## src/design/dmwb_pkg.sv

```systemverilog
// Shared types and constants for the direct-mapped write-back cache.
// Used by the controller, the datapath and the top level; no dependencies.
// Line count and store size are powers of two; the line count stays below 1024.
package dmwb_pkg;

  localparam int LINES       = 32;
  localparam int STORE_WORDS = 1024;
  localparam int ADDR_W      = 10;
  localparam int DATA_W      = 32;
  localparam int INDEX_W     = $clog2(LINES);
  localparam int TAG_W       = ADDR_W - INDEX_W;
  localparam int STORE_AW    = $clog2(STORE_WORDS);

  // s_tdata: address, write_value; m_tdata: read_value, victim_address, victim_value
  localparam int S_TDATA_W = ((ADDR_W + DATA_W + 7) / 8) * 8;
  localparam int M_TDATA_W = ((2 * DATA_W + ADDR_W + 7) / 8) * 8;
  localparam int M_TUSER_W = 2;

  localparam logic FUNC_READ  = 1'b0;
  localparam logic FUNC_WRITE = 1'b1;

  typedef enum logic [2:0] {
    ST_CLEAR,
    ST_IDLE,
    ST_LOOKUP,
    ST_WRITEBACK,
    ST_READ,
    ST_UPDATE
  } dmwb_state_t;

  typedef struct packed {
    logic load_req;
    logic lookup;
    logic wb_write;
    logic store_read;
    logic update;
    logic clear_write;
  } dmwb_cmd_t;

  typedef struct packed {
    logic hit;
    logic dirty_victim;
    logic clear_last;
    logic out_busy;
  } dmwb_stat_t;

  // word address to store index, modulo the store size
  function automatic logic [STORE_AW-1:0] store_index(input logic [ADDR_W-1:0] a);
    logic [STORE_AW+ADDR_W-1:0] wide;
    wide = {{STORE_AW{1'b0}}, a};
    return wide[STORE_AW-1:0];
  endfunction

endpackage

```

## src/design/dmwb_ctrl.sv

```systemverilog
// Controller state machine of the direct-mapped write-back cache.
// Depends on dmwb_pkg; drives the datapath by command struct only.
module dmwb_ctrl
  import dmwb_pkg::*;
(
  input  logic       clk,
  input  logic       rst,
  input  logic       s_tvalid,
  output logic       s_tready,
  output dmwb_cmd_t  cmd,
  input  dmwb_stat_t stat
);

  dmwb_state_t state, state_next;

  always_ff @(posedge clk) begin
    if (rst) begin
      state <= ST_CLEAR;
    end else begin
      state <= state_next;
    end
  end

  always_comb begin
    state_next = state;
    case (state)
      ST_CLEAR: begin
        if (stat.clear_last) state_next = ST_IDLE;
      end
      ST_IDLE: begin
        if (s_tvalid) state_next = ST_LOOKUP;
      end
      ST_LOOKUP: begin
        if (stat.hit) state_next = ST_UPDATE;
        else if (stat.dirty_victim) state_next = ST_WRITEBACK;
        else state_next = ST_READ;
      end
      ST_WRITEBACK: state_next = ST_READ;
      ST_READ:      state_next = ST_UPDATE;
      ST_UPDATE: begin
        // hold until the result register frees up
        if (!stat.out_busy) state_next = ST_IDLE;
      end
      default: state_next = ST_CLEAR;
    endcase
  end

  always_comb begin
    cmd      = '0;
    s_tready = 1'b0;
    case (state)
      ST_CLEAR:     cmd.clear_write = 1'b1;
      ST_IDLE: begin
        s_tready     = 1'b1;
        cmd.load_req = s_tvalid;
      end
      ST_LOOKUP:    cmd.lookup = 1'b1;
      ST_WRITEBACK: cmd.wb_write = 1'b1;
      ST_READ:      cmd.store_read = 1'b1;
      ST_UPDATE:    cmd.update = !stat.out_busy;
      default:      cmd = '0;
    endcase
  end

  a_no_reclear: assert property (@(posedge clk) disable iff (rst)
    (state == ST_IDLE) |=> (state != ST_CLEAR))
    else $error("clearing pass restarted after it finished");

  a_wb_after_lookup: assert property (@(posedge clk) disable iff (rst)
    cmd.wb_write |-> ($past(state) == ST_LOOKUP && $past(stat.dirty_victim)))
    else $error("write-back issued without a dirty victim");

endmodule

```

## config.mk

```make
export PLATFORM = sky130hd
export DESIGN_NAME = dmwb_ctrl
export DESIGN_NICKNAME = d
export VERILOG_FILES = /design/src/design/dmwb_pkg.sv /design/src/design/dmwb_ctrl.sv
export SDC_FILE = /design/constraint.sdc
export NUM_CORES = 1
export LEC_CHECK = 0
export BUFFER_PORTS_ARGS = -buffer_cell sky130_fd_sc_hd__buf_4
export CAP_MARGIN = 20
export CORE_AREA = 2 2 39 41
export CTS_BUF_LIST = sky130_fd_sc_hd__clkbuf_4 sky130_fd_sc_hd__clkbuf_8 sky130_fd_sc_hd__clkbuf_16
export DETAILED_ROUTE_END_ITERATION = 10
export DIE_AREA = 0 0 41 43
export GPL_TIMING_DRIVEN = 0
export HOLD_SLACK_MARGIN = 0.02
export PLACE_DENSITY = 0.49
export SLEW_MARGIN = 20
export SYNTH_ARGS = -nofsm -noshare
export SYNTH_HDL_FRONTEND = slang
export SYNTH_SLANG_ARGS = --single-unit
```

## constraint.sdc

```tcl
create_clock -name clk -period 1.3 [get_ports clk]
set_input_delay 0.065 -clock clk [delete_from_list [all_inputs] [get_ports clk]]
set_output_delay 0.065 -clock clk [all_outputs]
set_load 0.03 [all_outputs]
```

==> impl_metrics.csv <==
group,metric,value,unit
status,outcome,"completed",
power,sequentialPowerShare,24.7,%
sta,min_period,1.256,ns
layout,nFillCells,154,
sta,skew,0.0006980,ns
floorplan,rows,14,
sta,setup_ws,0.04384,ns
grt,grt_use_met3,3.141,%
detailed_routing,drt_pass1_iterations,4,
detailed_routing,drc_errors,0,
critical_path,crit_start,"state[0]",
layout,nets,54,
sta,period_share,96.63,%
layout,layout_common_cells,"buf_4 (15), clkbuf_4 (4), nor2_1 (3)",
power,clock_power_share,43.4,%
layout,post-route-util,28.21,%
sta,finalSetupViolCount,0,
critical_path,critPathKind,"register to register",
synth,synthCells,27,
cts,cts_max_level,1,
placed_design,pre_cts_slack,0.1407,ns
floorplan,start_util,15.91,%
cts,clock_latency,0.23,ns
placed_design,io_buffers,13,
grt,grt-busiest-layer,"met4",
grt,first_global_vias,197,
run,max_cap_viol_count,0,
grt,grt_usage,7.523,%
floorplan,die_area,1763,um^2
critical_path,reg2reg_from,"state[0]",
grt,overflow,0,
critical_path,end_kind,"register",
layout,final_common_cell,"buf_4",
cts,ctsLongestPathBuffers,2,
layout,top_register,"state",
layout,seq_area,61.31,um^2
power,cell_internal_pwr,0.0003046,W
detailed_routing,vias,252,
layout,stdcell_area,390.4,um^2
critical_path,cp-start-kind,"register",
sta,max-slew-margin-rel,78.48,%
synth,yosysUniqueCellTypes,19,
detailed_routing,ant_nets,0,
hold_path,worstHoldPathType,"input port to register",
synth,syn_nets,34,
grt,grt_first_pass_wirelength,807,um
power,power.density,1092,nW/um^2
placed_design,dpl.hpwl,372.3,um
critical_path,crit_arrival,1.42,ns
power,pwr-share-comb,32.0,%
power,swShare,28.57,%
floorplan,core-area,1384,um^2
layout,multi_input_area,140.1,um^2
floorplan,die_w,41,um
placed_design,gp_congestion,0.6576,
detailed_routing,drt_iter0_drc,16,
cts,numCtsBuffers,3,
hold_path,hp-start,"stat[2]",
power,switchingPower,0.0001218,W
sta,drv_slew,0,
synth,ys_ff_latch,3,
detailed_routing,via_per_inst,4.065,
detailed_routing,wl_per_cell,8.484,um
layout,largest_reg_flops,3,
placed_design,placed_area,337.8,um^2
grt,grt_use_met2,7.813,%
cts,cts_tree,"built",
cts,clk_pin_slew,0.04,ns
floorplan,die_h,43,um
sta,worst_pin_slew,0.3223,ns
layout,top_regs,"state (3)",
synth,ys_seq_area_share,27.27,%
sta,hold_viol,0,
power,p_leak,0.1798,nW
grt,antenna_found_initial,0,
layout,antenna_cells,0,
layout,drive_gt1_share,54.35,%
cts,clock-root-buffer,"clkbuf_4",
sta,rsz0062_at_grt,"true",
layout,syn_to_final_growth,77.27,%
critical_path,required,1.46,ns
floorplan,io_pins,14,
detailed_routing,wl,526,um
grt,grt_max_degree,11,
sta,holdWs,0.2031,ns
grt,grtUsageMet1,9.295,%
synth,syn_area_per_cell,8.156,um^2
synth,ys_warn_count,0,
synth,netlist_area,220.2,um^2
cts,cts.sinks,3,
critical_path,crit_fanout,8,
power,ir_drop,0.2512,mV
sta,setup_tns,0,ns
sta,max_freq,796.1,MHz
-- repair_timing --
item	CTS	global route
hold buffers	1	0
endpoints found under the hold margin	3	0
endpoints found under the setup margin	3	1
resized for setup	0	1
pin swaps	0	2
gates cloned	0	0
setup buffers	0	2
-- power groups by stage --
stage               Clock (W)  Combinational (W)  Sequential (W)
finish               0.000185           0.000136        0.000105
global route         0.000202           0.000147        0.000106
CTS                  0.000197           0.000128        0.000105
detailed placement          0           0.000129        0.000102
global placement            0           0.000130        0.000102
floorplan                   0          0.0000839        0.000102
-- final cells by class --
cell class	instances	area share, %
buffer	2	4.167
timing repair buffer	16	31.41
tap	16	5.128
multi-input combinational	21	35.90
clock buffer	4	7.692
sequential	3	15.71
-- cells in the mapped netlist --
library cell | n | area, um^2
or3_1 | 1 | 6.260
nor3b_1 | 2 | 15.01
o21ai_0 | 1 | 5.000
dfxtp_1 | 3 | 60.06
buf_6 | 1 | 11.26
nor2_1 | 3 | 11.26
buf_2 | 1 | 5.000
or2b_1 | 1 | 7.510
and3b_2 | 1 | 10.01
nand2_1 | 1 | 3.750
nand2b_1 | 2 | 12.51
clkbuf_1 | 1 | 3.750
mux2i_1 | 1 | 10.01
or3b_4 | 1 | 11.26
nor3_1 | 2 | 10.01
nand3b_1 | 1 | 7.510
a21oi_1 | 2 | 10.01
a211oi_1 | 1 | 7.510
nor3b_2 | 1 | 12.51
-- cells by family after synthesis --
group,count (synthesis),synth area share [%]
AOI/OAI and AO/OA,4,10.23
muxes,1,4.546
DFF,3,27.27
buffers and inverters,3,9.087
and+or+nand+nor,16,48.86
-- critical path, stage by stage (launching register included) --
cell and delay, ns:
dfxtp_2 0.30, buf_6 0.12, buf_4 0.13, or3b_4 0.37, mux2i_1 0.12, nor3b_2 0.15
-- layer usage --
metal	vias to the layer above	wire [um]	part of all wire [%]
met2	14	222	42
met4	0	11	2.1
met1	103	242	46
met5	-	0	0
met3	2	49	9.3
li1	133	-	-
-- stage by stage --
step | power [W] | cells
floorplan | 0.0001862 | 27
finish | 0.0004264 | 62
CTS | 0.0004286 | 60
global placement | 0.0002322 | 56
global route | 0.0004548 | 62
detailed placement | 0.0002317 | 56
-- final timing paths --
kind	to	slack (ns)	depth (start not counted)
worst min-delay path	state[0]	0.20	3
worst min register to register	state[0]	0.60	2
worst max register to register	state[1]	0.04	5
worst max-delay path	state[1]	0.04	5
No activity file was read; power rests on OpenSTA's default activity.
